==> src/rtl/core/poe_pkg.sv <==
// ----------------------------------------------------------------------------
// poe_pkg
// Types and constants shared by the prefixed opcode execute block.
// ----------------------------------------------------------------------------
package poe_pkg;

   // input item operations
   typedef enum logic [1:0] {
      OP_EXECUTE     = 2'd0,
      OP_READ_RETURN = 2'd1,
      OP_REG_LOAD    = 2'd2,
      OP_UNUSED      = 2'd3
   } in_op_type;

   // result kinds
   typedef enum logic [1:0] {
      KIND_BYTE_WRITE = 2'd0,
      KIND_WORD_WRITE = 2'd1,
      KIND_READ_REQ   = 2'd2,
      KIND_COMPLETE   = 2'd3
   } kind_type;

   // classified commands handed from front to back
   typedef enum logic [2:0] {
      CMD_BRANCH,
      CMD_SWI,
      CMD_ILLEGAL,
      CMD_COMPARE,
      CMD_LOAD,
      CMD_STORE,
      CMD_READ_RETURN,
      CMD_REG_LOAD
   } cmd_op_type;

   // read in flight and what its data is for
   typedef enum logic [2:0] {
      PEND_NONE,
      PEND_CMP_D,
      PEND_CMP_Y,
      PEND_CMP_U,
      PEND_CMP_S,
      PEND_LOAD_Y,
      PEND_LOAD_S,
      PEND_VECTOR
   } pend_type;

   // back end sequencer states
   typedef enum logic [1:0] {
      BK_RUN,
      BK_SWI,
      BK_STORE_TAIL
   } back_state_type;

   // addressing modes from opcode bits 5:4
   localparam logic [1:0] MODE_IMM = 2'd0;
   localparam logic [1:0] MODE_DIR = 2'd1;
   localparam logic [1:0] MODE_IDX = 2'd2;
   localparam logic [1:0] MODE_EXT = 2'd3;

   // 16-bit register codes
   localparam logic [1:0] REG_D = 2'd0;
   localparam logic [1:0] REG_Y = 2'd1;
   localparam logic [1:0] REG_U = 2'd2;
   localparam logic [1:0] REG_S = 2'd3;

   // register load selects
   localparam logic [3:0] SEL_A  = 4'd0;
   localparam logic [3:0] SEL_B  = 4'd1;
   localparam logic [3:0] SEL_X  = 4'd2;
   localparam logic [3:0] SEL_Y  = 4'd3;
   localparam logic [3:0] SEL_U  = 4'd4;
   localparam logic [3:0] SEL_S  = 4'd5;
   localparam logic [3:0] SEL_DP = 4'd6;
   localparam logic [3:0] SEL_PC = 4'd7;
   localparam logic [3:0] SEL_CC = 4'd8;

   localparam logic [15:0] VectorSwi2 = 16'hFFF4;
   localparam logic [15:0] VectorSwi3 = 16'hFFF2;
   localparam logic [4:0]  SwiCycles  = 5'd20;
   localparam logic [3:0]  SwiLastStep = 4'd12;
   localparam int          QueueDepth = 2;

   typedef struct packed {
      logic [1:0]  opcode;
      logic        page;
      logic [7:0]  instruction_byte;
      logic [15:0] operand_word;
      logic [15:0] indexed_address;
      logic [15:0] read_word;
      logic [3:0]  register_select;
      logic [15:0] register_value;
   } req_type;

   typedef struct packed {
      kind_type    kind;
      logic [15:0] address;
      logic [15:0] data;
      logic [15:0] program_counter;
      logic [7:0]  condition_codes;
      logic [4:0]  cycles;
      logic        illegal;
      logic        last;
   } rsp_type;

   typedef struct packed {
      cmd_op_type  op;
      logic        page;
      logic [3:0]  cond;
      logic [1:0]  mode;
      logic [1:0]  rsel;
      logic [4:0]  cyc;
      logic [15:0] operand;
      logic [15:0] index_addr;
      logic [15:0] value;
      logic [3:0]  regsel;
   } cmd_type;

   // queue handshake between front and back
   typedef struct packed {
      logic push;
      logic pop;
      logic full;
      logic empty;
   } queue_ctl_type;

endpackage

==> src/rtl/core/poe_req_intf.sv <==
// ----------------------------------------------------------------------------
// poe_req_intf
// Input channel: valid, ready and one instruction item.
// ----------------------------------------------------------------------------
interface poe_req_intf;
   logic              valid;
   logic              ready;
   poe_pkg::req_type  payload;

   modport source (output valid, output payload, input ready);
   modport sink   (input valid, input payload, output ready);
endinterface

==> src/rtl/core/poe_rsp_intf.sv <==
// ----------------------------------------------------------------------------
// poe_rsp_intf
// Result channel: valid, ready and one result item.
// ----------------------------------------------------------------------------
interface poe_rsp_intf;
   logic              valid;
   logic              ready;
   poe_pkg::rsp_type  payload;

   modport source (output valid, output payload, input ready);
   modport sink   (input valid, input payload, output ready);
endinterface

==> src/rtl/core/poe_front.sv <==
// ----------------------------------------------------------------------------
// poe_front
// Accepts input items and classifies the prefixed opcode into a command.
// ----------------------------------------------------------------------------
module poe_front (
   poe_req_intf.sink         req_chan,
   input  logic              queue_full,
   output logic              push,
   output poe_pkg::cmd_type  cmd
);

   logic [7:0] opb;
   logic [3:0] lo;
   logic [1:0] mode;

   assign opb  = req_chan.payload.instruction_byte;
   assign lo   = opb[3:0];
   assign mode = opb[5:4];

   // accept whenever the queue has room; unused opcodes are dropped
   assign req_chan.ready = !queue_full;
   assign push = req_chan.valid && !queue_full &&
                 (req_chan.payload.opcode != poe_pkg::OP_UNUSED);

   // opcode classification
   always_comb begin
      cmd.op         = poe_pkg::CMD_ILLEGAL;
      cmd.page       = req_chan.payload.page;
      cmd.cond       = lo;
      cmd.mode       = mode;
      cmd.rsel       = poe_pkg::REG_D;
      cmd.cyc        = 5'd0;
      cmd.operand    = req_chan.payload.operand_word;
      cmd.index_addr = req_chan.payload.indexed_address;
      cmd.value      = req_chan.payload.register_value;
      cmd.regsel     = req_chan.payload.register_select;
      case (req_chan.payload.opcode)
         poe_pkg::OP_READ_RETURN: begin
            cmd.op    = poe_pkg::CMD_READ_RETURN;
            cmd.value = req_chan.payload.read_word;
         end
         poe_pkg::OP_REG_LOAD: cmd.op = poe_pkg::CMD_REG_LOAD;
         poe_pkg::OP_EXECUTE: begin
            if (!req_chan.payload.page && opb inside {[8'h21:8'h2F]}) begin
               cmd.op = poe_pkg::CMD_BRANCH;
            end else if (opb == 8'h3F) begin
               cmd.op = poe_pkg::CMD_SWI;
            end else if (opb >= 8'h80) begin
               if (!req_chan.payload.page) begin
                  if (opb < 8'hC0) begin
                     if (lo == 4'h3) begin
                        cmd.op = poe_pkg::CMD_COMPARE; cmd.rsel = poe_pkg::REG_D;
                     end else if (lo == 4'hC) begin
                        cmd.op = poe_pkg::CMD_COMPARE; cmd.rsel = poe_pkg::REG_Y;
                     end else if (lo == 4'hE) begin
                        cmd.op = poe_pkg::CMD_LOAD; cmd.rsel = poe_pkg::REG_Y;
                     end else if (lo == 4'hF && mode != poe_pkg::MODE_IMM) begin
                        cmd.op = poe_pkg::CMD_STORE; cmd.rsel = poe_pkg::REG_Y;
                     end
                  end else begin
                     if (lo == 4'hE) begin
                        cmd.op = poe_pkg::CMD_LOAD; cmd.rsel = poe_pkg::REG_S;
                     end else if (lo == 4'hF && mode != poe_pkg::MODE_IMM) begin
                        cmd.op = poe_pkg::CMD_STORE; cmd.rsel = poe_pkg::REG_S;
                     end
                  end
               end else if (opb < 8'hC0) begin
                  if (lo == 4'h3) begin
                     cmd.op = poe_pkg::CMD_COMPARE; cmd.rsel = poe_pkg::REG_U;
                  end else if (lo == 4'hC) begin
                     cmd.op = poe_pkg::CMD_COMPARE; cmd.rsel = poe_pkg::REG_S;
                  end
               end
            end
            // base cycle counts per addressing mode
            if (cmd.op == poe_pkg::CMD_COMPARE) begin
               case (mode)
                  poe_pkg::MODE_IMM: cmd.cyc = 5'd5;
                  poe_pkg::MODE_DIR: cmd.cyc = 5'd7;
                  poe_pkg::MODE_IDX: cmd.cyc = 5'd7;
                  default:           cmd.cyc = 5'd8;
               endcase
            end else begin
               case (mode)
                  poe_pkg::MODE_IMM: cmd.cyc = 5'd4;
                  poe_pkg::MODE_DIR: cmd.cyc = 5'd6;
                  poe_pkg::MODE_IDX: cmd.cyc = 5'd6;
                  default:           cmd.cyc = 5'd7;
               endcase
            end
         end
         default: cmd.op = poe_pkg::CMD_ILLEGAL;
      endcase
   end

endmodule

==> src/rtl/core/poe_queue.sv <==
// ----------------------------------------------------------------------------
// poe_queue
// Short command queue that decouples the front from the back.
// ----------------------------------------------------------------------------
module poe_queue (
   input  logic                   clock,
   input  logic                   reset,
   input  logic                   push,
   input  poe_pkg::cmd_type       push_cmd,
   input  logic                   pop,
   output poe_pkg::queue_ctl_type ctl,
   output poe_pkg::cmd_type       head
);

   localparam int PtrW = (poe_pkg::QueueDepth > 1) ? $clog2(poe_pkg::QueueDepth) : 1;
   localparam int CntW = $clog2(poe_pkg::QueueDepth + 1);

   poe_pkg::cmd_type  store_ff [poe_pkg::QueueDepth];
   logic [PtrW-1:0]   wr_ptr_ff, wr_ptr_in, rd_ptr_ff, rd_ptr_in;
   logic [CntW-1:0]   count_ff, count_in;
   logic              do_push, do_pop;

   assign ctl.full  = (count_ff == CntW'(poe_pkg::QueueDepth));
   assign ctl.empty = (count_ff == '0);
   assign do_push   = push && !ctl.full;
   assign do_pop    = pop && !ctl.empty;
   assign ctl.push  = do_push;
   assign ctl.pop   = do_pop;
   assign head      = store_ff[rd_ptr_ff];

   // pointer wrap and occupancy
   always_comb begin
      wr_ptr_in = wr_ptr_ff;
      rd_ptr_in = rd_ptr_ff;
      if (do_push) begin
         wr_ptr_in = (wr_ptr_ff == PtrW'(poe_pkg::QueueDepth - 1)) ? '0 : wr_ptr_ff + 1'b1;
      end
      if (do_pop) begin
         rd_ptr_in = (rd_ptr_ff == PtrW'(poe_pkg::QueueDepth - 1)) ? '0 : rd_ptr_ff + 1'b1;
      end
      count_in = count_ff + CntW'(do_push) - CntW'(do_pop);
   end

   always_ff @(posedge clock) begin
      if (reset) begin
         wr_ptr_ff <= '0;
         rd_ptr_ff <= '0;
         count_ff  <= '0;
      end else begin
         wr_ptr_ff <= wr_ptr_in;
         rd_ptr_ff <= rd_ptr_in;
         count_ff  <= count_in;
      end
   end

   // entry storage
   always_ff @(posedge clock) begin
      if (do_push) begin
         store_ff[wr_ptr_ff] <= push_cmd;
      end
   end

endmodule

==> src/rtl/core/poe_back.sv <==
// ----------------------------------------------------------------------------
// poe_back
// Register file and sequencer that carries out commands and emits results.
// ----------------------------------------------------------------------------
module poe_back (
   input  logic                   clock,
   input  logic                   reset,
   input  poe_pkg::queue_ctl_type qctl,
   input  poe_pkg::cmd_type       head,
   output logic                   pop,
   poe_rsp_intf.source            rsp_chan
);

   logic [7:0]  a_ff, a_in, b_ff, b_in, dp_ff, dp_in, cc_ff, cc_in;
   logic [15:0] x_ff, x_in, y_ff, y_in, u_ff, u_in, s_ff, s_in, pc_ff, pc_in;
   poe_pkg::pend_type       pend_ff, pend_in;
   logic [4:0]              pcyc_ff, pcyc_in, tail_cyc_ff, tail_cyc_in;
   logic [3:0]              step_ff, step_in;
   logic [15:0]             vec_ff, vec_in;
   poe_pkg::back_state_type state_ff, state_in;
   logic                    rsp_valid_ff, rsp_valid_in;
   poe_pkg::rsp_type        rsp_ff, rsp_in;

   logic                    out_free, emit, taken;
   poe_pkg::kind_type       e_kind;
   logic [15:0]             e_addr, e_data, r16, addr, ld_val;
   logic [4:0]              e_cyc;
   logic                    e_ill, e_last;
   logic [7:0]              push_byte;
   logic [1:0]              act_reg;

   // clear V, set N and Z from a 16-bit value
   function automatic logic [7:0] nz16(logic [7:0] f, logic [15:0] v);
      return {f[7:4], v[15], (v == 16'd0), 1'b0, f[0]};
   endfunction

   // flags of a 16-bit compare r - m
   function automatic logic [7:0] cmp16(logic [7:0] f, logic [15:0] r, logic [15:0] m);
      logic [15:0] res;
      logic [7:0]  g;
      res = r - m;
      g   = nz16(f, res);
      return {g[7:2], ((r[15] ^ m[15]) & (r[15] ^ res[15])), (m > r)};
   endfunction

   // long branch conditions
   function automatic logic cond_true(logic [3:0] c, logic [7:0] f);
      logic cf, vf, zf, nf;
      cf = f[0]; vf = f[1]; zf = f[2]; nf = f[3];
      case (c)
         4'h2:    return !(cf || zf);
         4'h3:    return cf || zf;
         4'h4:    return !cf;
         4'h5:    return cf;
         4'h6:    return !zf;
         4'h7:    return zf;
         4'h8:    return !vf;
         4'h9:    return vf;
         4'hA:    return !nf;
         4'hB:    return nf;
         4'hC:    return nf == vf;
         4'hD:    return nf != vf;
         4'hE:    return !zf && (nf == vf);
         4'hF:    return zf || (nf != vf);
         default: return 1'b0;
      endcase
   endfunction

   // 16-bit register read
   function automatic logic [15:0] sel16(logic [1:0] r, logic [15:0] d, logic [15:0] y,
                                         logic [15:0] u, logic [15:0] s);
      case (r)
         poe_pkg::REG_D: return d;
         poe_pkg::REG_Y: return y;
         poe_pkg::REG_U: return u;
         default:        return s;
      endcase
   endfunction

   assign out_free = !rsp_valid_ff || rsp_chan.ready;
   assign pop      = out_free && (state_ff == poe_pkg::BK_RUN) && !qctl.empty;
   assign taken    = cond_true(head.cond, cc_ff);
   assign r16      = sel16(head.rsel, {a_ff, b_ff}, y_ff, u_ff, s_ff);

   // effective address of memory modes
   always_comb begin
      case (head.mode)
         poe_pkg::MODE_DIR: addr = {dp_ff, head.operand[15:8]};
         poe_pkg::MODE_IDX: addr = head.index_addr;
         default:           addr = head.operand;
      endcase
   end

   // byte pushed at each interrupt step
   always_comb begin
      case (step_ff)
         4'd0:    push_byte = pc_ff[7:0];
         4'd1:    push_byte = pc_ff[15:8];
         4'd2:    push_byte = u_ff[7:0];
         4'd3:    push_byte = u_ff[15:8];
         4'd4:    push_byte = y_ff[7:0];
         4'd5:    push_byte = y_ff[15:8];
         4'd6:    push_byte = x_ff[7:0];
         4'd7:    push_byte = x_ff[15:8];
         4'd8:    push_byte = dp_ff;
         4'd9:    push_byte = b_ff;
         4'd10:   push_byte = a_ff;
         default: push_byte = cc_ff;
      endcase
   end

   // register targeted by a pending read
   always_comb begin
      case (pend_ff)
         poe_pkg::PEND_CMP_D:  act_reg = poe_pkg::REG_D;
         poe_pkg::PEND_CMP_Y:  act_reg = poe_pkg::REG_Y;
         poe_pkg::PEND_CMP_U:  act_reg = poe_pkg::REG_U;
         default:              act_reg = poe_pkg::REG_S;
      endcase
   end

   assign ld_val = head.value;

   // sequencer and register file next state
   always_comb begin
      a_in = a_ff; b_in = b_ff; dp_in = dp_ff; cc_in = cc_ff;
      x_in = x_ff; y_in = y_ff; u_in = u_ff; s_in = s_ff; pc_in = pc_ff;
      pend_in     = pend_ff;
      pcyc_in     = pcyc_ff;
      tail_cyc_in = tail_cyc_ff;
      step_in     = step_ff;
      vec_in      = vec_ff;
      state_in    = state_ff;
      emit   = 1'b0;
      e_kind = poe_pkg::KIND_COMPLETE;
      e_addr = 16'd0;
      e_data = 16'd0;
      e_cyc  = 5'd0;
      e_ill  = 1'b0;
      e_last = 1'b1;
      if (out_free) begin
         case (state_ff)
            poe_pkg::BK_SWI: begin
               emit = 1'b1;
               if (step_ff == poe_pkg::SwiLastStep) begin
                  e_kind   = poe_pkg::KIND_READ_REQ;
                  e_addr   = vec_ff;
                  pend_in  = poe_pkg::PEND_VECTOR;
                  pcyc_in  = poe_pkg::SwiCycles;
                  state_in = poe_pkg::BK_RUN;
               end else begin
                  s_in    = s_ff - 16'd1;
                  e_kind  = poe_pkg::KIND_BYTE_WRITE;
                  e_addr  = s_in;
                  e_data  = {8'd0, push_byte};
                  e_last  = 1'b0;
                  step_in = step_ff + 4'd1;
               end
            end
            poe_pkg::BK_STORE_TAIL: begin
               emit     = 1'b1;
               e_cyc    = tail_cyc_ff;
               state_in = poe_pkg::BK_RUN;
            end
            default: begin
               if (!qctl.empty) begin
                  case (head.op)
                     poe_pkg::CMD_BRANCH: begin
                        pend_in = poe_pkg::PEND_NONE;
                        emit    = 1'b1;
                        if (taken) begin
                           pc_in = pc_ff + 16'd2 + head.operand;
                           e_cyc = 5'd6;
                        end else begin
                           pc_in = pc_ff + 16'd2;
                           e_cyc = 5'd5;
                        end
                     end
                     poe_pkg::CMD_SWI: begin
                        pend_in  = poe_pkg::PEND_NONE;
                        cc_in    = cc_ff | 8'h80;
                        vec_in   = head.page ? poe_pkg::VectorSwi3 : poe_pkg::VectorSwi2;
                        step_in  = 4'd0;
                        state_in = poe_pkg::BK_SWI;
                     end
                     poe_pkg::CMD_ILLEGAL: begin
                        pend_in = poe_pkg::PEND_NONE;
                        emit    = 1'b1;
                        e_ill   = 1'b1;
                     end
                     poe_pkg::CMD_COMPARE, poe_pkg::CMD_LOAD, poe_pkg::CMD_STORE: begin
                        pend_in = poe_pkg::PEND_NONE;
                        emit    = 1'b1;
                        if (head.mode == poe_pkg::MODE_IMM) begin
                           pc_in = pc_ff + 16'd2;
                           e_cyc = head.cyc;
                           if (head.op == poe_pkg::CMD_COMPARE) begin
                              cc_in = cmp16(cc_ff, r16, head.operand);
                           end else begin
                              cc_in = nz16(cc_ff, head.operand);
                              if (head.rsel == poe_pkg::REG_Y) y_in = head.operand;
                              else s_in = head.operand;
                           end
                        end else begin
                           pc_in = (head.mode == poe_pkg::MODE_EXT) ? pc_ff + 16'd2
                                                                    : pc_ff + 16'd1;
                           e_addr = addr;
                           if (head.op == poe_pkg::CMD_STORE) begin
                              cc_in       = nz16(cc_ff, r16);
                              e_kind      = poe_pkg::KIND_WORD_WRITE;
                              e_data      = r16;
                              e_last      = 1'b0;
                              tail_cyc_in = head.cyc;
                              state_in    = poe_pkg::BK_STORE_TAIL;
                           end else begin
                              e_kind  = poe_pkg::KIND_READ_REQ;
                              pcyc_in = head.cyc;
                              if (head.op == poe_pkg::CMD_COMPARE) begin
                                 pend_in = poe_pkg::pend_type'(3'(head.rsel) + 3'd1);
                              end else begin
                                 pend_in = (head.rsel == poe_pkg::REG_Y) ?
                                           poe_pkg::PEND_LOAD_Y : poe_pkg::PEND_LOAD_S;
                              end
                           end
                        end
                     end
                     poe_pkg::CMD_READ_RETURN: begin
                        if (pend_ff != poe_pkg::PEND_NONE) begin
                           emit    = 1'b1;
                           e_cyc   = pcyc_ff;
                           pend_in = poe_pkg::PEND_NONE;
                           case (pend_ff)
                              poe_pkg::PEND_LOAD_Y: begin
                                 y_in  = ld_val;
                                 cc_in = nz16(cc_ff, ld_val);
                              end
                              poe_pkg::PEND_LOAD_S: begin
                                 s_in  = ld_val;
                                 cc_in = nz16(cc_ff, ld_val);
                              end
                              poe_pkg::PEND_VECTOR: pc_in = ld_val;
                              default: cc_in = cmp16(cc_ff,
                                 sel16(act_reg, {a_ff, b_ff}, y_ff, u_ff, s_ff), ld_val);
                           endcase
                        end
                     end
                     default: begin
                        // register load
                        emit = 1'b1;
                        case (head.regsel)
                           poe_pkg::SEL_A:  a_in  = ld_val[7:0];
                           poe_pkg::SEL_B:  b_in  = ld_val[7:0];
                           poe_pkg::SEL_X:  x_in  = ld_val;
                           poe_pkg::SEL_Y:  y_in  = ld_val;
                           poe_pkg::SEL_U:  u_in  = ld_val;
                           poe_pkg::SEL_S:  s_in  = ld_val;
                           poe_pkg::SEL_DP: dp_in = ld_val[7:0];
                           poe_pkg::SEL_PC: pc_in = ld_val;
                           poe_pkg::SEL_CC: cc_in = ld_val[7:0];
                           default: ;
                        endcase
                     end
                  endcase
               end
            end
         endcase
      end
   end

   // output register, shows state after the result's effect
   always_comb begin
      rsp_valid_in = rsp_valid_ff && !rsp_chan.ready;
      rsp_in       = rsp_ff;
      if (out_free) begin
         rsp_valid_in           = emit;
         rsp_in.kind            = e_kind;
         rsp_in.address         = e_addr;
         rsp_in.data            = e_data;
         rsp_in.program_counter = pc_in;
         rsp_in.condition_codes = cc_in;
         rsp_in.cycles          = e_cyc;
         rsp_in.illegal         = e_ill;
         rsp_in.last            = e_last;
      end
   end

   always_ff @(posedge clock) begin
      if (reset) begin
         a_ff <= '0; b_ff <= '0; dp_ff <= '0; cc_ff <= '0;
         x_ff <= '0; y_ff <= '0; u_ff <= '0; s_ff <= '0; pc_ff <= '0;
         pend_ff      <= poe_pkg::PEND_NONE;
         pcyc_ff      <= '0;
         tail_cyc_ff  <= '0;
         step_ff      <= '0;
         vec_ff       <= '0;
         state_ff     <= poe_pkg::BK_RUN;
         rsp_valid_ff <= 1'b0;
      end else begin
         a_ff <= a_in; b_ff <= b_in; dp_ff <= dp_in; cc_ff <= cc_in;
         x_ff <= x_in; y_ff <= y_in; u_ff <= u_in; s_ff <= s_in; pc_ff <= pc_in;
         pend_ff      <= pend_in;
         pcyc_ff      <= pcyc_in;
         tail_cyc_ff  <= tail_cyc_in;
         step_ff      <= step_in;
         vec_ff       <= vec_in;
         state_ff     <= state_in;
         rsp_valid_ff <= rsp_valid_in;
      end
   end

   always_ff @(posedge clock) begin
      rsp_ff <= rsp_in;
   end

   assign rsp_chan.valid   = rsp_valid_ff;
   assign rsp_chan.payload = rsp_ff;

endmodule

==> src/rtl/core/cpu_prefixed_opcode_execute.sv <==
// ----------------------------------------------------------------------------
// cpu_prefixed_opcode_execute
// Page 2 / page 3 instruction execution with its own register file.
// ----------------------------------------------------------------------------
// path: an accepted item enters the command queue, its first result the output
// register; throughput: one item per cycle for single-result items while results
// are taken, as the back end emits one result per cycle; stores and SWI2/SWI3
// emit more than one result; the two-entry command queue lets the input side run ahead of stalled results
// reset: synchronous, clears all registers, pending read and queue
module cpu_prefixed_opcode_execute (
   input  logic        clock,
   input  logic        reset,
   poe_req_intf.sink   req_chan,
   poe_rsp_intf.source rsp_chan
);

   poe_pkg::cmd_type       front_cmd, head_cmd;
   poe_pkg::queue_ctl_type qctl;
   logic                   push, pop;

   // decode
   poe_front u_front (
      .req_chan   (req_chan),
      .queue_full (qctl.full),
      .push       (push),
      .cmd        (front_cmd)
   );

   // command queue
   poe_queue u_queue (
      .clock    (clock),
      .reset    (reset),
      .push     (push),
      .push_cmd (front_cmd),
      .pop      (pop),
      .ctl      (qctl),
      .head     (head_cmd)
   );

   // execute
   poe_back u_back (
      .clock    (clock),
      .reset    (reset),
      .qctl     (qctl),
      .head     (head_cmd),
      .pop      (pop),
      .rsp_chan (rsp_chan)
   );

endmodule

==> src/flat_wrapper.sv <==
// flat-port wrapper written by rule: the top's interface ports become plain ports
module cpu_prefixed_opcode_execute_flat 
  (clock, reset, req_chan_valid, req_chan_payload, req_chan_ready, rsp_chan_valid, rsp_chan_payload, rsp_chan_ready);
  poe_req_intf req_chan_i ();
  poe_rsp_intf rsp_chan_i ();
  input  logic clock;
  input  logic reset;
  input wire logic [$bits(req_chan_i.valid)-1:0] req_chan_valid;
  input wire logic [$bits(req_chan_i.payload)-1:0] req_chan_payload;
  output wire logic [$bits(req_chan_i.ready)-1:0] req_chan_ready;
  output wire logic [$bits(rsp_chan_i.valid)-1:0] rsp_chan_valid;
  output wire logic [$bits(rsp_chan_i.payload)-1:0] rsp_chan_payload;
  input wire logic [$bits(rsp_chan_i.ready)-1:0] rsp_chan_ready;
  assign req_chan_i.valid = req_chan_valid;
  assign req_chan_i.payload = req_chan_payload;
  assign req_chan_ready = req_chan_i.ready;
  assign rsp_chan_valid = rsp_chan_i.valid;
  assign rsp_chan_payload = rsp_chan_i.payload;
  assign rsp_chan_i.ready = rsp_chan_ready;
  cpu_prefixed_opcode_execute u_core (.clock(clock), .reset(reset), .req_chan(req_chan_i), .rsp_chan(rsp_chan_i));
endmodule
==> config.mk <==
export PLATFORM = sky130hd
export DESIGN_NAME = cpu_prefixed_opcode_execute_flat
export DESIGN_NICKNAME = d
export VERILOG_FILES = /design/src/rtl/core/poe_pkg.sv /design/src/rtl/core/poe_req_intf.sv /design/src/rtl/core/poe_rsp_intf.sv /design/src/rtl/core/poe_front.sv /design/src/rtl/core/poe_queue.sv /design/src/rtl/core/poe_back.sv /design/src/rtl/core/cpu_prefixed_opcode_execute.sv /design/src/flat_wrapper.sv
export SDC_FILE = /design/constraint.sdc
export NUM_CORES = 1
export LEC_CHECK = 0
export BUFFER_PORTS_ARGS = -buffer_cell sky130_fd_sc_hd__buf_2
export CAP_MARGIN = 20
export CORE_UTILIZATION = 27
export CTS_CLUSTER_SIZE = 40
export DETAILED_ROUTE_END_ITERATION = 10
export GPL_TIMING_DRIVEN = 0
export SETUP_SLACK_MARGIN = 0.4
export SYNTH_ARGS = -nofsm -noshare
export SYNTH_HDL_FRONTEND = slang
export SYNTH_SLANG_ARGS = --single-unit
==> constraint.sdc <==
create_clock -name clock -period 6.8 [get_ports clock]
set_clock_uncertainty 0.1 [all_clocks]
set_input_delay 0.68 -clock clock [delete_from_list [all_inputs] [get_ports clock]]
set_output_delay 0.68 -clock clock [all_outputs]
set_load 0.02 [all_outputs]
==> reports/summary.md <==
During placement, the flow inserted port buffers numbering 148. The total overflow left after global routing is 0. The post-placement setup slack was -1.84 ns; the worst voltage drop across the vdd grid was 270 µV. During synthesis, Yosys emitted a total of 0 warnings.

Summing the areas of all compound-gate instances in the mapped netlist gives 20.4% of the synthesized area. The post-synthesis mux area share was 7.51%; the max-capacitance violation count was 0. For the worst setup path, the data arrival time is 6.56 ns.

Of all nets on the critical path, the largest fanout is 10. The startpoint identified for the worst hold timing path is req_chan_payload[61]. The core region is 74600 µm². The tools report the number of buffers inserted for hold repair after clock tree synthesis as 0. Number of antenna violations at the first check in global routing: 4. The worst register-to-register path has a setup slack of 0.61 ns. The starting density of the core was 27.3%.

The via total after detailed routing is 19400, and the average vias per placed instance is 5.61. The worst setup path is launched from a register. The analysis attributes to cell leakage a power of 9.16 nW. Counting flops and latches in the post-synthesis netlist gives 339.

In the synthesized netlist the async set-or-reset flop fraction comes to 0%. Setup violations remaining at the end of the flow were counted as 0. 150 I/O pins were placed. The run gives 0 as the number of hold-slack violations in the final timing report. The H-tree level count is 2. The area added between synthesis and finish was 18.9%. For the pin with the worst max-slew slack, the measured transition is 1.20 ns. At the end of the flow, the number of nets in the layout was 2620. The main combinational cell family by area after synthesis was compound AO/OA/AOI/OAI gates.

Summing all multi-input logic gate instances after layout gives 10900 µm². The critical path is of the register to register type. The tools report the final routed DRC violation total as 0. Mean routed wirelength per cell: 25.4 µm. The count of antenna-violating nets left after detailed routing came out at 0. The source-to-sink clock delay at the later pin of the worst-skew pair was 0.59 ns. Number of nets produced by synthesis: 2393. In this run the mean area of a mapped cell was 9.14 µm². The tools report the max-slew violation total from the final report as 0.

For this design, the slowest cell found on the critical path is sky130_fd_sc_hd__a21oi_1. Placer's final routability congestion estimate: 1.01. The first global-routing pass estimated 126 mm of wire.

In this run the core area contains 100 standard-cell rows. Of the total synthesized cell area, the portion taken by XOR and XNOR cells is 2.36%. Clock-pin slew was measured on the worst setup and hold paths at 0.06 ns.

The hold-critical path endpoint is u_core.u_queue.store_ff[1][45]. For the worst setup path, the data required time is 7.16 ns. The synthesized netlist occupies a cell area of 20400 µm².

The number of enable-type register cells in the synthesized netlist is 200. The cell type group with the largest total delay on the critical path is buffers and inverters. TritonCTS built the clock tree. The most instantiated flip-flop cell in the synthesis netlist is sky130_fd_sc_hd__edfxtp_1. For the maximum number of pins on one net before global-route repair, the log shows 62. Setup repair after global routing left no endpoint under its margin. In the final layout, the share of cells above drive strength 1 is 16.7%.

The overall global routing resource usage came out at 22.3%. Counting along the longest clock path gives a buffer depth of 3. Summed over all layers, the routed wires come to 88.0 mm. The type of the worst min-delay path is primary input to register.

The power per standard cell area came out at 441 nW/µm². The run finished with clean final reports. The worst setup path is captured at a register. TritonCTS created 40 clock buffers. In the post-route analysis, the smallest setup slack over all paths is 0.607 ns. The run gives 7813 as the count of fill cells added during filler insertion. Cell count of the worst hold path: 1. The stage delay of the slowest cell on the critical path came out at 0.73 ns. The cell count after synthesis came out at 2232.

The root buffer cell chosen for the clock tree is sky130_fd_sc_hd__clkbuf_16. The wire-length estimate of the detail-placed layout is 68.3 mm. X dimension of the die: 277 µm. Cell occurring most often along the worst timing path: sky130_fd_sc_hd__buf_8.

For the non-filler instance count after layout, the log shows 3458. Number of sinks driven by the clock tree: 339. The post-placement cell count came out at 3371.

The final clock period utilization by the worst path is 91.1%. The depth of the worst register-to-register path was 25. The final critical delay including setup and external delays came out at 6.19 ns. The logs give 18100 for the number of global-route vias before repair and 90 for the number of library cell types mapped by synthesis. The worst pin sits at a relative slew slack of 20.2%.

Summing all flip-flop and latch instances after layout gives 8790 µm². Sequential cells were found to cover 43.1% of the synthesized design area. The total die area is 76600 µm². The number of buffers and inverters on the critical path is 13. The synthesized netlist devotes 17.6% of its cell area to simple gates. The DRC violation total after the first TritonRoute iteration came out at 2518. The first detailed-routing pass ran for 8 iterations.

Timing would allow up to 161 MHz. In this run the vertical extent of the chip is 277 µm. After Yosys synthesis, full adders, half adders and majority gates account for 4.90% of the synthesized area.

In this run the critical register-to-register path is captured at u_core.u_back.cc_ff[1].
==> cells by family after synthesis <==
family / Yosys count
xor gates and xnor gates: 55
buffers and inverters: 211
DFF: 339
and+or+nand+nor: 772
muxes: 141
AOI/OAI and AO/OA: 636
adders and majority gates: 78
==> sequential cells by signal, indices dropped and copies added, names as in the netlist, 8 cells and up, named ones only <==
name	flops
u_core.u_back.b_ff	8
u_core.u_back.pc_ff	16
u_core.u_back.y_ff	16
u_core.u_queue.store_ff	136
u_core.u_back.a_ff	8
u_core.u_back.s_ff	16
u_core.u_back.cc_ff	8
u_core.u_back.dp_ff	8
u_core.u_back.u_ff	16
u_core.u_back.rsp_chan.payload	64
u_core.u_back.x_ff	16
==> layer usage <==
| layer | part of all wire, % | GRT usage (%) |
|---|---|---|
| met1 | 41 | 29.4 |
| met2 | 43 | 33.8 |
| met3 | 9.5 | 4.50 |
| met4 | 6.5 | 12.9 |
| met5 | 0.056 | 0 |
==> power by group <==
group / total, mW / switching (mW) / internal [mW]
registers: 2.83 / 0.253 / 2.58
logic: 5.72 / 3.79 / 1.93
clock network: 2.13 / 0.934 / 1.20
total: 10.7 / 4.98 / 5.71
==> final cells by class <==
cell class | instances | share of cell area [%]
Buffer | 135 | 2.68
Clock buffer | 46 | 4.35
Multi-Input combinational cell | 1682 | 45.0
Clock inverter | 25 | 0.857
Timing Repair Buffer | 185 | 4.65
Antenna cell | 1 | 0.0103
Inverter | 76 | 1.19
Tap cell | 969 | 5.00
Sequential cell | 339 | 36.2
==> worst reg2reg max path, delay by kind of cell (launching register included) <==
family                   cells  cell delay, ns
AO/OA/AOI/OAI                6            2.04
flip-flops                   1            0.31
XOR/XNOR                     1            0.17
adder cells (fa/ha/maj)      2            0.77
multiplexers                 1            0.35
buffers and inverters       13            2.22
AND/OR/NAND/NOR              2            0.14
==> what timing repair did <==
| action | CTS | global route |
|---|---|---|
| gates resized for setup | 33 | 23 |
| buffers inserted | 7 | 7 |
| cloned | 0 | 0 |
| pin swaps | 6 | 7 |
| endpoints found under the setup margin | 8 | 7 |
==> cells in the final DEF (no fill, tap or decap), types with 9 or more instances in the layout <==
cell                          n
sky130_fd_sc_hd__a211oi_1    33
sky130_fd_sc_hd__a21o_1      13
sky130_fd_sc_hd__a21oi_1    173
sky130_fd_sc_hd__a221oi_1    13
sky130_fd_sc_hd__a222oi_1    19
sky130_fd_sc_hd__a22oi_1     73
sky130_fd_sc_hd__a31oi_1     17
sky130_fd_sc_hd__and2_1      14
sky130_fd_sc_hd__and3_1      15
sky130_fd_sc_hd__buf_1        9
sky130_fd_sc_hd__buf_2      162
sky130_fd_sc_hd__buf_4       24
sky130_fd_sc_hd__buf_6       11
sky130_fd_sc_hd__clkbuf_1    99
sky130_fd_sc_hd__clkbuf_16   41
sky130_fd_sc_hd__dfxtp_1    139
sky130_fd_sc_hd__edfxtp_1   200
sky130_fd_sc_hd__ha_1        70
sky130_fd_sc_hd__inv_1       72
sky130_fd_sc_hd__mux2_2      76
sky130_fd_sc_hd__mux2i_1     48
sky130_fd_sc_hd__mux2i_2     13
sky130_fd_sc_hd__nand2_1    174
sky130_fd_sc_hd__nand2b_1    13
sky130_fd_sc_hd__nand3_1     52
sky130_fd_sc_hd__nand3b_1    12
sky130_fd_sc_hd__nand4_1     17
sky130_fd_sc_hd__nor2_1     307
sky130_fd_sc_hd__nor2b_1     34
sky130_fd_sc_hd__nor3_1      59
sky130_fd_sc_hd__nor4_1      22
sky130_fd_sc_hd__o211ai_1     9
sky130_fd_sc_hd__o21ai_0    134
sky130_fd_sc_hd__o221ai_1     9
sky130_fd_sc_hd__o22ai_1     30
sky130_fd_sc_hd__o31ai_1      9
sky130_fd_sc_hd__or2_2        9
sky130_fd_sc_hd__or3_1       11
sky130_fd_sc_hd__xnor2_1     37
sky130_fd_sc_hd__xor2_1      18
==> through the flow <==
stage	total power [mW]	instance area, µm²	setup TNS [ns]	utilization [%]	hold slack [ns]
floorplan	6.26	20400	0	-	0.341
global placement	8.16	22300	-10.04	30.0	0.365
detailed placement	8.25	22700	-11.03	30.4	0.369
CTS	10.5	24100	0	32.3	0.159
global route	11.2	24200	0	32.5	0.166
finish	10.7	24200	0	32.5	0.183
==> cells in the mapped netlist (6+ instances only) <==
| master | n | area share [%] |
|---|---|---|
| sky130_fd_sc_hd__nor2_1 | 309 | 5.7 |
| sky130_fd_sc_hd__edfxtp_1 | 200 | 29 |
| sky130_fd_sc_hd__a21oi_1 | 174 | 4.3 |
| sky130_fd_sc_hd__nand2_1 | 174 | 3.2 |
| sky130_fd_sc_hd__dfxtp_1 | 139 | 14 |
| sky130_fd_sc_hd__o21ai_0 | 139 | 3.4 |
| sky130_fd_sc_hd__clkbuf_1 | 100 | 1.8 |
| sky130_fd_sc_hd__mux2_2 | 76 | 4.2 |
| sky130_fd_sc_hd__ha_1 | 75 | 4.6 |
| sky130_fd_sc_hd__inv_1 | 74 | 1.4 |
| sky130_fd_sc_hd__a22oi_1 | 73 | 2.7 |
| sky130_fd_sc_hd__mux2i_1 | 61 | 3.0 |
| sky130_fd_sc_hd__nor3_1 | 59 | 1.4 |
| sky130_fd_sc_hd__nand3_1 | 52 | 1.3 |
| sky130_fd_sc_hd__xnor2_1 | 37 | 1.6 |
| sky130_fd_sc_hd__nor2b_1 | 34 | 1.0 |
| sky130_fd_sc_hd__a211oi_1 | 33 | 1.2 |
| sky130_fd_sc_hd__o22ai_1 | 30 | 0.92 |
| sky130_fd_sc_hd__nor4_1 | 23 | 0.71 |
| sky130_fd_sc_hd__a222oi_1 | 19 | 0.93 |
| sky130_fd_sc_hd__a31oi_1 | 18 | 0.55 |
| sky130_fd_sc_hd__xor2_1 | 18 | 0.77 |
| sky130_fd_sc_hd__nand4_1 | 17 | 0.52 |
| sky130_fd_sc_hd__and3_1 | 15 | 0.46 |
| sky130_fd_sc_hd__buf_2 | 15 | 0.37 |
| sky130_fd_sc_hd__and2_1 | 14 | 0.43 |
| sky130_fd_sc_hd__a21o_1 | 13 | 0.48 |
| sky130_fd_sc_hd__a221oi_1 | 13 | 0.56 |
| sky130_fd_sc_hd__nand2b_1 | 13 | 0.40 |
| sky130_fd_sc_hd__buf_1 | 12 | 0.22 |
| sky130_fd_sc_hd__nand3b_1 | 12 | 0.44 |
| sky130_fd_sc_hd__or3_1 | 11 | 0.34 |
| sky130_fd_sc_hd__o211ai_1 | 9 | 0.33 |
| sky130_fd_sc_hd__o221ai_1 | 9 | 0.39 |
| sky130_fd_sc_hd__o31ai_1 | 9 | 0.33 |
| sky130_fd_sc_hd__or2_2 | 9 | 0.28 |
| sky130_fd_sc_hd__nor3b_1 | 8 | 0.29 |
| sky130_fd_sc_hd__a211o_1 | 7 | 0.30 |
| sky130_fd_sc_hd__o21a_1 | 7 | 0.26 |
| sky130_fd_sc_hd__a21boi_0 | 6 | 0.22 |
==> worst max path at each step <==
stage,endpoint,slack [ns],depth (start not counted)
CTS,u_core.u_back.cc_ff[2],0.42,27
detailed placement,u_core.u_back.cc_ff[2],-1.84,26
finish,u_core.u_back.cc_ff[1],0.61,25
global route,u_core.u_back.rsp_chan.payload[9],0.41,27
global placement,u_core.u_back.cc_ff[2],-1.69,25
floorplan,u_core.u_back.cc_ff[2],0.97,26
No activity file was read; power rests on OpenSTA's default activity.
